File: src/rtl/core/fss_pkg.sv
// ----------------------------------------------------------------------------
// fss_pkg
// Types and constants shared by the flight supervisor state machine unit.
// ----------------------------------------------------------------------------
package fss_pkg;

	localparam int unsigned FLAGS_W = 7;
	localparam int unsigned STATE_W = 4;

	localparam int unsigned FLG_ARMED    = 0;
	localparam int unsigned FLG_FLYING   = 1;
	localparam int unsigned FLG_TUMBLED  = 2;
	localparam int unsigned FLG_CHARGER  = 3;
	localparam int unsigned FLG_ESTOP    = 4;
	localparam int unsigned FLG_WDT_WARN = 5;
	localparam int unsigned FLG_WDT_TOUT = 6;

	localparam logic [FLAGS_W-1:0] MASK_BAD  = 7'b001_1100;
	localparam logic [FLAGS_W-1:0] MASK_FALL = 7'b101_0100;
	localparam logic [FLAGS_W-1:0] MASK_WDT  = 7'b110_0000;

	typedef logic [FLAGS_W-1:0] flags_t;

	typedef enum logic [STATE_W-1:0] {
		ST_NOTPASSED = 4'd0,
		ST_PASSED    = 4'd1,
		ST_READY     = 4'd2,
		ST_FLYING    = 4'd3,
		ST_LANDED    = 4'd4,
		ST_RESET     = 4'd5,
		ST_WARNING   = 4'd6,
		ST_FREEFALL  = 4'd7,
		ST_LOCKED    = 4'd8
	} state_t;

endpackage

File: src/rtl/core/fss_next_state.sv
// ----------------------------------------------------------------------------
// fss_next_state
// Transition rules of the supervisor: first matching rule of the current
// state wins, otherwise the state holds.
// ----------------------------------------------------------------------------
module fss_next_state (
	input  fss_pkg::state_t cur_state,
	input  fss_pkg::flags_t flags,
	output fss_pkg::state_t nxt_state
);
	import fss_pkg::*;

	logic bad;
	logic armed;
	logic flying;
	logic fall;
	logic wdt_warn;
	logic wdt_any;

	assign bad      = |(flags & MASK_BAD);
	assign armed    = flags[FLG_ARMED];
	assign flying   = flags[FLG_FLYING];
	assign fall     = (|(flags & MASK_FALL)) || !armed;
	assign wdt_warn = flags[FLG_WDT_WARN];
	assign wdt_any  = |(flags & MASK_WDT);

	always_comb begin
		nxt_state = cur_state;
		unique case (cur_state)
			ST_NOTPASSED: begin
				if (!bad) nxt_state = ST_PASSED;
			end
			ST_PASSED: begin
				if (bad) nxt_state = ST_NOTPASSED;
				else if (armed) nxt_state = ST_READY;
			end
			ST_READY: begin
				if (bad || !armed) nxt_state = ST_NOTPASSED;
				else if (flying) nxt_state = ST_FLYING;
			end
			ST_FLYING: begin
				if (fall) nxt_state = ST_FREEFALL;
				else if (wdt_warn) nxt_state = ST_WARNING;
				else if (!flying) nxt_state = ST_LANDED;
			end
			ST_WARNING: begin
				if (fall) nxt_state = ST_FREEFALL;
				else if (!wdt_any) nxt_state = ST_FLYING;
			end
			ST_LANDED:   nxt_state = ST_RESET;
			ST_RESET:    nxt_state = ST_NOTPASSED;
			ST_FREEFALL: nxt_state = ST_LOCKED;
			ST_LOCKED:   nxt_state = ST_LOCKED;
			default:     nxt_state = cur_state;
		endcase
	end

endmodule

File: src/rtl/core/flight_supervisor_state_machine_unit.sv
// ----------------------------------------------------------------------------
// flight_supervisor_state_machine_unit
// Result path: input register, then result register.
// Throughput: one tick per cycle while the output is accepted; the state update is a single registered step.
// Reset: supervisor state returns to checks not passed, both stages empty.
// ----------------------------------------------------------------------------
module flight_supervisor_state_machine_unit (
	input  logic       clk,
	input  logic       arst_n,
	input  logic       s_axis_tvalid,
	output logic       s_axis_tready,
	input  logic [7:0] s_axis_tdata,  // [6:0] condition_flags
	output logic       m_axis_tvalid,
	input  logic       m_axis_tready,
	output logic [7:0] m_axis_tdata   // [3:0] next_state, [4] state_changed
);
	import fss_pkg::*;

	logic   valid_s1;
	flags_t flags_s1;
	logic   valid_s2;
	state_t next_s2;
	logic   changed_s2;
	state_t state_q;
	state_t nxt_state;
	logic   adv_s1;

	assign adv_s1        = !valid_s2 || m_axis_tready;
	assign s_axis_tready = !valid_s1 || adv_s1;

	fss_next_state u_next (
		.cur_state (state_q),
		.flags     (flags_s1),
		.nxt_state (nxt_state)
	);

	always_ff @(posedge clk or negedge arst_n) begin
		if (!arst_n) begin
			valid_s1 <= 1'b0;
		end else if (s_axis_tready) begin
			valid_s1 <= s_axis_tvalid;
		end
	end

	always_ff @(posedge clk) begin
		if (s_axis_tvalid && s_axis_tready) begin
			flags_s1 <= s_axis_tdata[FLAGS_W-1:0];
		end
	end

	always_ff @(posedge clk or negedge arst_n) begin
		if (!arst_n) begin
			state_q  <= ST_NOTPASSED;
			valid_s2 <= 1'b0;
		end else if (adv_s1) begin
			valid_s2 <= valid_s1;
			if (valid_s1) state_q <= nxt_state;
		end
	end

	always_ff @(posedge clk) begin
		if (adv_s1 && valid_s1) begin
			next_s2    <= nxt_state;
			changed_s2 <= (nxt_state != state_q);
		end
	end

	assign m_axis_tvalid = valid_s2;
	assign m_axis_tdata  = {3'b000, changed_s2, next_s2};

`ifndef NO_ASSERTIONS
	a_out_matches_state: assert property (@(posedge clk) disable iff (!arst_n)
		m_axis_tvalid |-> (m_axis_tdata[STATE_W-1:0] == state_q))
		else $error("result state differs from held state");

	a_locked_holds: assert property (@(posedge clk) disable iff (!arst_n)
		(state_q == ST_LOCKED) |=> (state_q == ST_LOCKED))
		else $error("locked state left");

	a_freefall_exit: assert property (@(posedge clk) disable iff (!arst_n)
		(state_q == ST_FREEFALL) |=> (state_q == ST_FREEFALL || state_q == ST_LOCKED))
		else $error("free fall left for a state other than locked");

	a_stall_cause: assert property (@(posedge clk) disable iff (!arst_n)
		!s_axis_tready |-> (valid_s1 && valid_s2 && !m_axis_tready))
		else $error("input stalled without a full pipeline");
`endif

endmodule

File: config.mk
export PLATFORM = sky130hd
export DESIGN_NAME = flight_supervisor_state_machine_unit
export DESIGN_NICKNAME = d
export VERILOG_FILES = /design/src/rtl/core/fss_pkg.sv /design/src/rtl/core/fss_next_state.sv /design/src/rtl/core/flight_supervisor_state_machine_unit.sv
export SDC_FILE = /design/constraint.sdc
export NUM_CORES = 1
export LEC_CHECK = 0
export BUFFER_PORTS_ARGS = -buffer_cell sky130_fd_sc_hd__buf_2
export CELL_PAD_IN_SITES_DETAIL_PLACEMENT = 1
export CELL_PAD_IN_SITES_GLOBAL_PLACEMENT = 1
export CORE_MARGIN = 10
export CORE_UTILIZATION = 41
export CTS_CLUSTER_SIZE = 40
export DETAILED_ROUTE_END_ITERATION = 8
export PLACE_DENSITY_LB_ADDON = 0.1
export SETUP_SLACK_MARGIN = 0.05
export SLEW_MARGIN = 20
export SYNTH_ARGS = -nofsm -noshare
export SYNTH_HDL_FRONTEND = slang
export SYNTH_SLANG_ARGS = --single-unit
File: constraint.sdc
create_clock -name clk -period 2.83 [get_ports clk]
set_input_delay 0.1415 -clock clk [delete_from_list [all_inputs] [get_ports clk]]
set_output_delay 0.1415 -clock clk [all_outputs]
set_load 0.05 [all_outputs]
# After elaboration in Yosys (flattened, before gate mapping)

Index checks and enable logic that the tools add are counted.

Flip-flop bits (word level): 18
Input port bits: 12
Output and inout bits: 10
Logic and storage cells: 41

Equal/unequal tests: 9
Multiplexer cells: 11
Reduce and logical (&&, ||, !) cells: 15

Operators by type and width:

| kind                 | count |
|---|---|
| $mux W4              | 10 |
| $pmux W4 S8          | 1 |
| $eq A4 B3 Y1 const B | 4 |
| $eq A4 B2 Y1 const B | 2 |
| $reduce_or A3 Y1     | 2 |
| $eq A4 B1 Y1 const B | 1 |
| $eq A4 B4 Y1 const B | 1 |
| $logic_not A4 Y1     | 1 |
| $logic_or A1 B1 Y1   | 4 |
| $ne A4 B4 Y1         | 1 |
| $reduce_or A2 Y1     | 2 |
| $logic_not A1 Y1     | 3 |
| $logic_and A1 B1 Y1  | 2 |
| $reduce_and A2 Y1    | 1 |

# Longest topological paths before layout

Gate-level depths: netlist of run 1.

Depth in word-level cells: 5
Gate-level depth with buffers: 6
Gate-level depth less buffers: 5

# Cells and area by module

From an unflattened synthesis of run 1, not the netlist that was laid out.

Cells, all modules: 64
Area, all modules: 920.9 µm²

Modules (own cells, without submodules):

| module                               | times used | cells each | area each (µm²) | sequential area each (µm²) |
|---|---|---|---|---|
| flight_supervisor_state_machine_unit | 1          | 39         | 701.9           | 510.5 |
| fss_next_state                       | 1          | 25         | 219.0           | 0.0 |

# Worst setup path before layout of run 1

OpenSTA, ideal clock, no wires.

Path kind: register to register
Start: register state_q[2]
End: register changed_s2 (data pin)
Setup time: 0.265 ns
Arrival time: 1.842 ns
Required time: 2.565 ns
Setup slack: 0.723 ns
Cell stages (with the launch flop): 7
Path buffers: 1
Period minus slack after synthesis: 2.107 ns
Path through: dfrtp_1 buf_6 or4_4 or4b_4 nor2b_4 o21ai_2 o221ai_2

Longest elaborated chain between the ends: 5
Elaborated cells between the ends (all ways): 22
Classes of those cells: eq/ne: 9; mux: 11; reduce/logical: 2

Ends and longest elaborated chain:

| what                   | line                                       | text |
|---|---|---|
| from (decl)            | flight_supervisor_state_machine_unit.sv:24 | `state_t state_q;` |
| from (signal assigned) | flight_supervisor_state_machine_unit.sv:57 | `if (valid_s1) state_q <= nxt_state;` |
| $mux W4                | fss_next_state.sv:44                       | `else if (!flying) nxt_state = ST_LANDED;` |
| $mux W4                | fss_next_state.sv:43                       | `else if (wdt_warn) nxt_state = ST_WARNING;` |
| $mux W4                | fss_next_state.sv:42                       | `if (fall) nxt_state = ST_FREEFALL;` |
| $pmux W4 S8            | fss_next_state.sv:29                       | `unique case (cur_state)` |
| $ne A4 B4 Y1 *         | flight_supervisor_state_machine_unit.sv:64 | `changed_s2 <= (nxt_state != state_q);` |
| to (signal assigned)   | flight_supervisor_state_machine_unit.sv:64 |  |
| to (decl)              | flight_supervisor_state_machine_unit.sv:23 | `logic changed_s2;` |

Mark *: on every way between the ends. The rest lies on a longest branch, timed or not.
A chain may end at the register's enable or synchronous reset.

# Worst setup path after layout of run 1

Ends and elaborated chain as after synthesis.

==> results of run 1 <==
-- power by group through the flow --
stage               logic, mW  registers [mW]  clock network (mW)
floorplan              0.0718           0.334                   0
global placement       0.0977           0.323                   0
detailed placement     0.0994           0.323                   0
CTS                     0.101           0.318               0.160
global route            0.108           0.321               0.173
finish                 0.0991           0.317               0.153
-- logic make-up (layout without fill, tap and decap cells) --
family | count (synthesis) | in the layout | synth area share (%)
xor gates and xnor gates | 2 | 2 | 1.85
AOI/OAI and AO/OA | 22 | 22 | 18.1
buffers and inverters | 12 | 27 | 8.48
muxes | 1 | 1 | 1.06
other | 1 | 3 | 0.397
DFF | 18 | 18 | 54.0
and+or+nand+nor | 20 | 20 | 16.0
-- worst paths after layout --
kind,startpoint,end,slack [ps]
max reg2reg,state_q[2]$_DFFE_PN0P_,changed_s2$_DFFE_PP_,620
max in group asynchronous,arst_n,valid_s1$_DFFE_PN0N_,2490
min in group asynchronous,arst_n,state_q[1]$_DFFE_PN0P_,190
min reg2reg,valid_s1$_DFFE_PN0N_,m_axis_tvalid$_DFFE_PN0P_,500
max,state_q[2]$_DFFE_PN0P_,changed_s2$_DFFE_PP_,620
min,s_axis_tdata[0],flags_s1[0]$_DFFE_PP_,20
-- layout by cell type (no fill, tap or decap), drive strengths merged --
master / Yosys / layout
or4: 1 / 1
nor4b: 1 / 1
o21bai: 1 / 1
a21oi: 1 / 1
dfrtp: 6 / 6
or4b: 1 / 1
a311oi: 1 / 1
and3: 1 / 1
nand3b: 2 / 2
and2: 1 / 1
xnor2: 1 / 1
edfxtp: 12 / 12
nor2: 2 / 2
nor2b: 1 / 1
dlygate4sd3: 0 / 1
o41ai: 1 / 1
a31o: 1 / 1
inv: 4 / 4
xor2: 1 / 1
and2b: 1 / 1
conb: 1 / 3
o21ai: 8 / 8
o21a: 1 / 1
clkbuf: 0 / 4
mux2i: 1 / 1
o31ai: 2 / 2
buf: 8 / 18
a2111o: 1 / 1
o221ai: 1 / 1
nand2b: 3 / 3
a21boi: 2 / 2
nand2: 6 / 6
a211oi: 2 / 2
-- cell type report --
cell class	instances	area (sq um)	area share (%)
repair buffers	19	103	9.67
well taps	28	35.0	3.30
multi-input cells	48	362	34.1
flip-flops and latches	18	510	48.1
clock buffers	4	36.3	3.42
inverters	4	15.0	1.42
-- state kept, by name, summed over array words and instances (netlist names) --
register	flops
next_s2	4
flags_s1	7
valid_s1	1
changed_s2	1
state_q	4
m_axis_tvalid	1
-- metal layers --
metal	GRT usage, %	part of all wire, %	vias up
met5	0	0	-
met4	2.26	0.74	0
met3	5.22	11	2
met2	13.0	46	20
met1	9.88	42	292
li1	-	-	304
-- stage by stage --
| step | cell area (sq um) | hold WS [ps] | worst slack [ps] | std cells | power [mW] |
|---|---|---|---|---|---|
| 4_1_cts | 1060 | 12.3 | 610 | 121 | 0.579 |
| 3_3_place_gp | 1010 | -22.7 | 630 | 116 | 0.420 |
| 3_5_place_dp | 1010 | -21.7 | 618 | 116 | 0.423 |
| 5_1_grt | 1060 | 5.86 | 529 | 121 | 0.601 |
| 2_1_floorplan | 952 | -154 | 723 | 78 | 0.406 |
| 6_report | 1060 | 22.7 | 618 | 121 | 0.570 |
==> flow_metrics.py, run 1 <==
metrics = {
    "outcome": {
        "status": "finished, final reports clean",
    },
    "power": {
        "leakage_nw": 0.435,
        "p_seq_share_pct": 55.7,
        "clockPowerShare_pct": 26.9,
        "internal_power_mw": 0.410,
        "pwr_density_cell_nw_per_um2": 537,
        "p_comb_share_pct": 17.4,
        "swShare_pct": 27.9,
        "ir_drop_uv": 317,
        "p_switching_mw": 0.159,
    },
    "timing": {
        "setup_viol": 0,
        "max_slew_margin_pct": 63.5,
        "rsz0062_at_grt": "false",
        "period_share_pct": 78.2,
        "fin_crit_ps": 2210,
        "hold_violations": 0,
        "drv_slew": 0,
        "setup_tns_ps": 0,
        "fmax_mhz": 452,
        "skew_ps": 5.20,
        "tightest_slew_ps": 541,
    },
    "clocking": {
        "root_buffer": "clkbuf_4",
        "h-tree-depth": 1,
        "clock-sinks": 18,
        "clock_latency_ps": 290,
        "clkTransAtPathRegs_ps": 100,
        "post_cts_resized": 0,
        "cts_hold_buf": 1,
        "cts_buffers": 3,
        "clockBufferDepth": 2,
        "cts_tree": "built",
        "postCtsSetupRepairBufs": 0,
    },
    "synth": {
        "syn_area_sq_um": 945,
        "synth.most_common_cell": "edfxtp_1",
        "async_reset_ff_share_pct": 33.3,
        "synth.top_cell.area_share_pct": 38.1,
        "yosys_most_used_dff": "edfxtp_1",
        "netlist_top_cells_area": "edfxtp_1 (38%), dfrtp_1 (16%), buf_4 (4.0%)",
        "synth_top_area_cell": "edfxtp_1",
        "synth_warnings": 0,
        "yosys-top-cells-count": "edfxtp_1 (12), dfrtp_1 (6), nand2_1 (6)",
        "syn_inst": 76,
        "ys_ff_latch": 18,
        "ys_seq_area_share_pct": 54.0,
        "yosysUniqueCellTypes": 38,
        "syn_area_per_cell_sq_um": 12.4,
        "synth_edf_count": 12,
    },
    "final_layout": {
        "area_growth_pct": 12.3,
        "n_fill_cell": 251,
        "nets": 106,
        "drive_gt1_share_pct": 36.6,
        "fin_util_pct": 48.0,
        "diodes": 0,
    },
    "route": {
        "viasPerCell": 5.11,
        "ant_nets": 0,
        "drt-initial-drc-count": 7,
        "vias": 618,
        "drc": 0,
        "wl_per_cell_microns": 14.5,
        "wl_microns": 1750,
        "dr.pass1.iters": 3,
    },
    "worst_hold_path": {
        "hold_path_depth": 1,
        "hold_class": "in -> reg",
    },
    "setup_path": {
        "reg2reg_depth": 5,
        "cp.required_ps": 2870,
        "path_class": "reg -> reg",
        "crit_chain": "or4_4 > or4b_4 > nor2b_4 > o21ai_2 > o221ai_2",
        "worst_ep_arrival_time_ps": 2250,
        "cp-end-kind": "flop",
        "cpPeakStageDelay_ps": 550,
        "path_delay_family": "simple AND/OR/NAND/NOR gates",
        "critPathBufInv": 0,
        "worst_setup_path_start_kind": "flop",
        "path_depth": 5,
        "crit_fanout": 9,
        "cp_slowest_cell": "or4_4",
    },
    "global_route": {
        "grt_pass1_vias": 666,
        "grt_pass1_wl_microns": 2990,
        "overflow": 0,
        "grt_max_degree": 13,
        "grt_antenna_before_repair": 0,
        "grt_usage_pct": 8.53,
    },
    "placement": {
        "routabilityCongestion": 0.734,
        "io_buffer_count": 17,
        "post-dp-hpwl_microns": 1400,
    },
    "floorplan": {
        "ioPinCount": 22,
        "dieArea_sq_um": 4620,
        "die_x_microns": 68,
        "coreArea_sq_um": 2210,
        "fp.dieH_microns": 68,
        "initial_core_util_pct": 42.7,
        "core.rowCount": 17,
    },
    "job": {
        "cap_viol_max_count": 0,
    },
}
Note: power is estimated with default switching activity, not from simulation.
==> run 2, diff against run 1 <==
==> constraint.sdc (replaced) <==
create_clock -name clk -period 2.1 [get_ports clk]
set_input_delay 0.105 -clock clk [delete_from_list [all_inputs] [get_ports clk]]
set_output_delay 0.105 -clock clk [all_outputs]
set_load 0.05 [all_outputs]
==> flow_metrics.py, run 2 (synthesis gave the netlist of run 1 again) <==
metrics = {
    "outcome": {
        "status": "finished, final reports clean",
    },
    "route": {
        "viasPerCell": 4.97,
        "wl_microns": 2040,
        "drt-initial-drc-count": 11,
        "wl_per_cell_microns": 15.1,
        "vias": 671,
        "ant_nets": 0,
        "dr.pass1.iters": 4,
        "drc": 0,
    },
    "floorplan": {
        "initial_core_util_pct": 42.7,
        "coreArea_sq_um": 2210,
        "dieArea_sq_um": 4620,
        "die_x_microns": 68,
        "ioPinCount": 22,
        "fp.dieH_microns": 68,
        "core.rowCount": 17,
    },
    "setup_path": {
        "path_depth": 5,
        "crit_chain": "or4_4 > or4b_4 > nor2b_4 > o21ai_2 > o221ai_2",
        "crit_start": "flags_s1[2]$_DFFE_PP_",
        "path_class": "reg -> reg",
        "worst_setup_path_start_kind": "flop",
        "reg2reg_slack_ps": 40,
        "path_delay_family": "simple AND/OR/NAND/NOR gates",
        "cp-end-kind": "flop",
        "crit_fanout": 2,
        "critPathCapture": "changed_s2$_DFFE_PP_",
        "cpPeakStageDelay_ps": 530,
        "timing.rr.end": "changed_s2$_DFFE_PP_",
        "critPathBufInv": 0,
        "worst_ep_arrival_time_ps": 2120,
        "cp.required_ps": 2160,
        "reg2reg_depth": 5,
        "r2r-start": "flags_s1[2]$_DFFE_PP_",
        "cp_slowest_cell": "or4_4",
    },
    "final_layout": {
        "layout_common_cells": "buf_2 (17), edfxtp_1 (12), dlygate4sd3_1 (9)",
        "nets": 120,
        "regMostFlops": "flags_s1",
        "drive_gt1_share_pct": 36.4,
        "reg_top3": "flags_s1 (7), next_s2 (4), state_q (4)",
        "largest_register_ffs": 7,
        "n_fill_cell": 252,
        "area_growth_pct": 24.5,
        "final_common_cell": "buf_2",
        "diodes": 0,
        "fin_area_sq_um": 1180,
        "fin_util_pct": 53.2,
    },
    "clocking": {
        "postCtsSetupRepairBufs": 0,
        "cts_buffers": 3,
        "cts_tree": "built",
        "clkTransAtPathRegs_ps": 110,
        "root_buffer": "clkbuf_4",
        "h-tree-depth": 1,
        "clock_latency_ps": 300,
        "clock-sinks": 18,
        "clockBufferDepth": 2,
    },
    "global_route": {
        "grt_pass1_vias": 720,
        "overflow": 0,
        "grt_pass1_wl_microns": 3480,
        "grt_antenna_before_repair": 0,
        "grt_max_degree": 13,
        "grt_usage_pct": 10.1,
    },
    "power": {
        "pwr_density_cell_nw_per_um2": 649,
        "leakage_nw": 0.492,
        "ir_drop_uv": 407,
    },
    "placement": {
        "io_buffer_count": 17,
        "post-dp-hpwl_microns": 1560,
        "place_area_sq_um": 1060,
        "routabilityCongestion": 0.780,
    },
    "timing": {
        "drv_slew": 0,
        "fin_crit_ps": 2060,
        "skew_ps": 12.6,
        "setup_viol": 0,
        "period_share_pct": 98.0,
        "tightest_slew_ps": 563,
        "hold_violations": 0,
        "fmax_mhz": 486,
        "rsz0062_at_grt": "true",
        "max_slew_margin_pct": 62.0,
    },
    "worst_hold_path": {
        "hold_class": "in -> reg",
    },
    "job": {
        "cap_viol_max_count": 0,
    },
}
[run 2: cell count changes in the layout (fill, tap and decap cells not counted), sizes merged]
cell	delta
buf	+6
dlygate4sd3	+8
[run 2: per-stage QoR]
stage | setup slack [ps] | total power, mW | std cells | TNS [ps] | hold slack (ps)
after floorplan | 34.7 | 0.547 | 78 | 0 | -191
after global placement | 35.7 | 0.576 | 122 | 0 | -66.9
final | 41.7 | 0.764 | 135 | 0 | 105
after detailed placement | -10.7 | 0.579 | 122 | -10.7 | -61.4
after global routing | -38.3 | 0.810 | 135 | -38.3 | 116
after CTS | 37.6 | 0.775 | 135 | 0 | 99.1
[run 2: worst min path at each step]
stage / from / end / cells after the start
after floorplan: arst_n / m_axis_tvalid$_DFFE_PN0P_ / 0
after global placement: arst_n / valid_s1$_DFFE_PN0N_ / 1
after detailed placement: arst_n / m_axis_tvalid$_DFFE_PN0P_ / 1
after CTS: m_axis_tready / m_axis_tvalid$_DFFE_PN0P_ / 3
after global routing: m_axis_tready / m_axis_tvalid$_DFFE_PN0P_ / 3
final: m_axis_tready / m_axis_tvalid$_DFFE_PN0P_ / 3
[run 2: worst min-delay path: stages]
cell and delay (ps):
buf_2 80, nand2b_1 120, nand2b_1 60
[run 2: area by class of cell]
cell class              count  area, sq um  area share [%]
well taps                  28         35.0            2.98
multi-input cells          48          362            30.7
repair buffers             33          228            19.4
inverters                   4         15.0            1.28
flip-flops and latches     18          510            43.4
clock buffers               4         26.3            2.23
[run 2: layer usage]
metal  global-route usage, %  part of all wire, %
met2                    16.0                   48
met3                    4.24                  8.7
met4                    5.28                  2.3
met1                    11.2                   41
met5                       0                    0
[run 2: power breakdown]
part / internal (mW) / switching [mW] / leakage (nW) / total, mW
clock: 0.0741 / 0.107 / 0.0150 / 0.181
combinational: 0.0583 / 0.106 / 0.283 / 0.165
sequential: 0.406 / 0.0120 / 0.194 / 0.418
[run 2: repair_timing]
item	CTS	global route
gates cloned	0	0
endpoints found under the setup margin	1	1
hold buffers	9	0
pin swaps	3	0
gates resized for setup	0	0
hold endpoints to repair	14	0
==> run 3, diff against run 2 <==
--- a/config.mk
+++ b/config.mk
@@ -9,7 +9,7 @@
 export CELL_PAD_IN_SITES_DETAIL_PLACEMENT = 1
 export CELL_PAD_IN_SITES_GLOBAL_PLACEMENT = 1
 export CORE_MARGIN = 10
-export CORE_UTILIZATION = 41
+export CORE_UTILIZATION = 25
 export CTS_CLUSTER_SIZE = 40
 export DETAILED_ROUTE_END_ITERATION = 8
 export PLACE_DENSITY_LB_ADDON = 0.1
==> flow_metrics.py, run 3 (synthesis gave the netlist of run 1 again) <==
metrics = {
    "outcome": {
        "status": "finished, final reports clean",
    },
    "final_layout": {
        "nets": 113,
        "diodes": 0,
        "largest_register_ffs": 7,
        "reg_top3": "flags_s1 (7), next_s2 (4), state_q (4)",
        "regMostFlops": "flags_s1",
        "area_growth_pct": 21.5,
        "final_common_cell": "buf_2",
        "fin_area_sq_um": 1150,
        "layout_common_cells": "buf_2 (17), edfxtp_1 (12), buf_4 (8)",
        "drive_gt1_share_pct": 40.0,
    },
    "placement": {
        "place_area_sq_um": 1090,
        "io_buffer_count": 17,
        "post-dp-hpwl_microns": 1650,
        "routabilityCongestion": 0.681,
    },
    "power": {
        "pwr_density_cell_nw_per_um2": 712,
        "ir_drop_uv": 510,
        "total_power_mw": 0.816,
        "leakage_nw": 0.473,
    },
    "route": {
        "viasPerCell": 4.39,
        "wl_microns": 2050,
        "dr.pass1.iters": 4,
        "wl_per_cell_microns": 13.9,
        "drc": 0,
        "vias": 650,
        "drt-initial-drc-count": 24,
        "ant_nets": 0,
    },
    "timing": {
        "period_share_pct": 97.6,
        "setup_viol": 0,
        "hold_violations": 0,
        "rsz0062_at_grt": "true",
        "fmax_mhz": 488,
        "max_slew_margin_pct": 63.7,
        "skew_ps": 3.97,
        "drv_slew": 0,
        "fin_crit_ps": 2050,
        "tightest_slew_ps": 538,
        "setup_tns_ps": 0,
    },
    "clocking": {
        "cts_tree": "built",
        "clock-sinks": 18,
        "post_cts_resized": 0,
        "cts_buffers": 3,
        "clockBufferDepth": 2,
        "root_buffer": "clkbuf_8",
        "clock_latency_ps": 250,
        "clkTransAtPathRegs_ps": 70,
        "h-tree-depth": 1,
    },
    "floorplan": {
        "dieArea_sq_um": 6640,
        "die_x_microns": 81.5,
        "fp.dieH_microns": 81.5,
        "core.rowCount": 22,
        "ioPinCount": 22,
        "coreArea_sq_um": 3660,
        "initial_core_util_pct": 25.8,
    },
    "global_route": {
        "grt_max_degree": 13,
        "grt_pass1_wl_microns": 3520,
        "overflow": 0,
        "grt_usage_pct": 6.85,
        "grt_pass1_vias": 754,
        "grt_antenna_before_repair": 0,
    },
    "setup_path": {
        "worst_ep_arrival_time_ps": 2050,
        "path_class": "reg -> reg",
        "crit_fanout": 2,
        "worst_setup_path_start_kind": "flop",
        "cp-end-kind": "flop",
        "cp.required_ps": 2100,
    },
    "worst_hold_path": {
        "hold_class": "in -> reg",
    },
    "job": {
        "cap_viol_max_count": 0,
    },
}
-- run 3: cell count changes in the layout (fill, tap and decap cells not counted), sizes merged --
cell	before	now
clkbuf	4	3
clkinv	0	1
buf	24	25
dlygate4sd3	9	1
-- run 3: report_power, final --
part | total (mW) | switching (mW) | internal [mW]
Clock | 0.243 | 0.113 | 0.130
Combinational | 0.154 | 0.105 | 0.0492
Sequential | 0.419 | 0.0126 | 0.406
-- run 3: layout make-up --
cell class / count / area [sq um]
well taps: 48 / 60.1
fillers: 407 / 2510
multi-input cells: 48 / 362
clock buffers: 3 / 41.3
repair buffers: 26 / 155
inverters: 4 / 15.0
clock inverters: 1 / 3.75
flip-flops and latches: 18 / 510
-- run 3: layer usage --
layer,track usage [%],wire length (microns),up-vias,part of all wire [%]
met5,0,0,-,0
met4,2.08,14,0,0.68
met3,3.38,183,2,8.9
met2,11.9,1050,19,51
met1,7.10,805,312,39
li1,-,-,317,-
-- run 3: final timing paths --
path / startpoint / to / slack, ps / cells past startpoint
setup / recovery: state_q[2]$_DFFE_PN0P_ / changed_s2$_DFFE_PP_ / 50 / 5
hold / removal: s_axis_tdata[6] / flags_s1[6]$_DFFE_PP_ / 30 / 1
setup reg to reg: state_q[2]$_DFFE_PN0P_ / changed_s2$_DFFE_PP_ / 50 / 5
hold reg to reg: valid_s1$_DFFE_PN0N_ / m_axis_tvalid$_DFFE_PN0P_ / 520 / 1
max in group asynchronous: arst_n / state_q[3]$_DFFE_PN0P_ / 1760 / 2
min in group asynchronous: arst_n / state_q[2]$_DFFE_PN0P_ / 200 / 2
-- run 3: metrics by stage --
step                utilization [%]  instances  hold WS (ps)  setup slack, ps
floorplan                         -         78          -191             34.7
global placement               29.8        143         -65.8             25.7
detailed placement             29.8        143         -61.5             16.2
CTS                            31.3        148          21.2             38.6
global route                   31.3        148          19.9             4.44
finish                         31.3        148          26.6             50.6
-- run 3: critical path: stages (launching register included) --
cell	delay, ps
dfrtp_1	390
or4_4	520
or4b_4	540
nor2b_4	140
o21ai_2	110
o221ai_2	90
-- run 3: timing repair --
| item | CTS | global route |
|---|---|---|
| setup endpoints to repair | 1 | 1 |
| pin swaps | 3 | 0 |
| hold buffers | 1 | 0 |
| setup buffers | 0 | 0 |
| endpoints found under the hold margin | 6 | 0 |
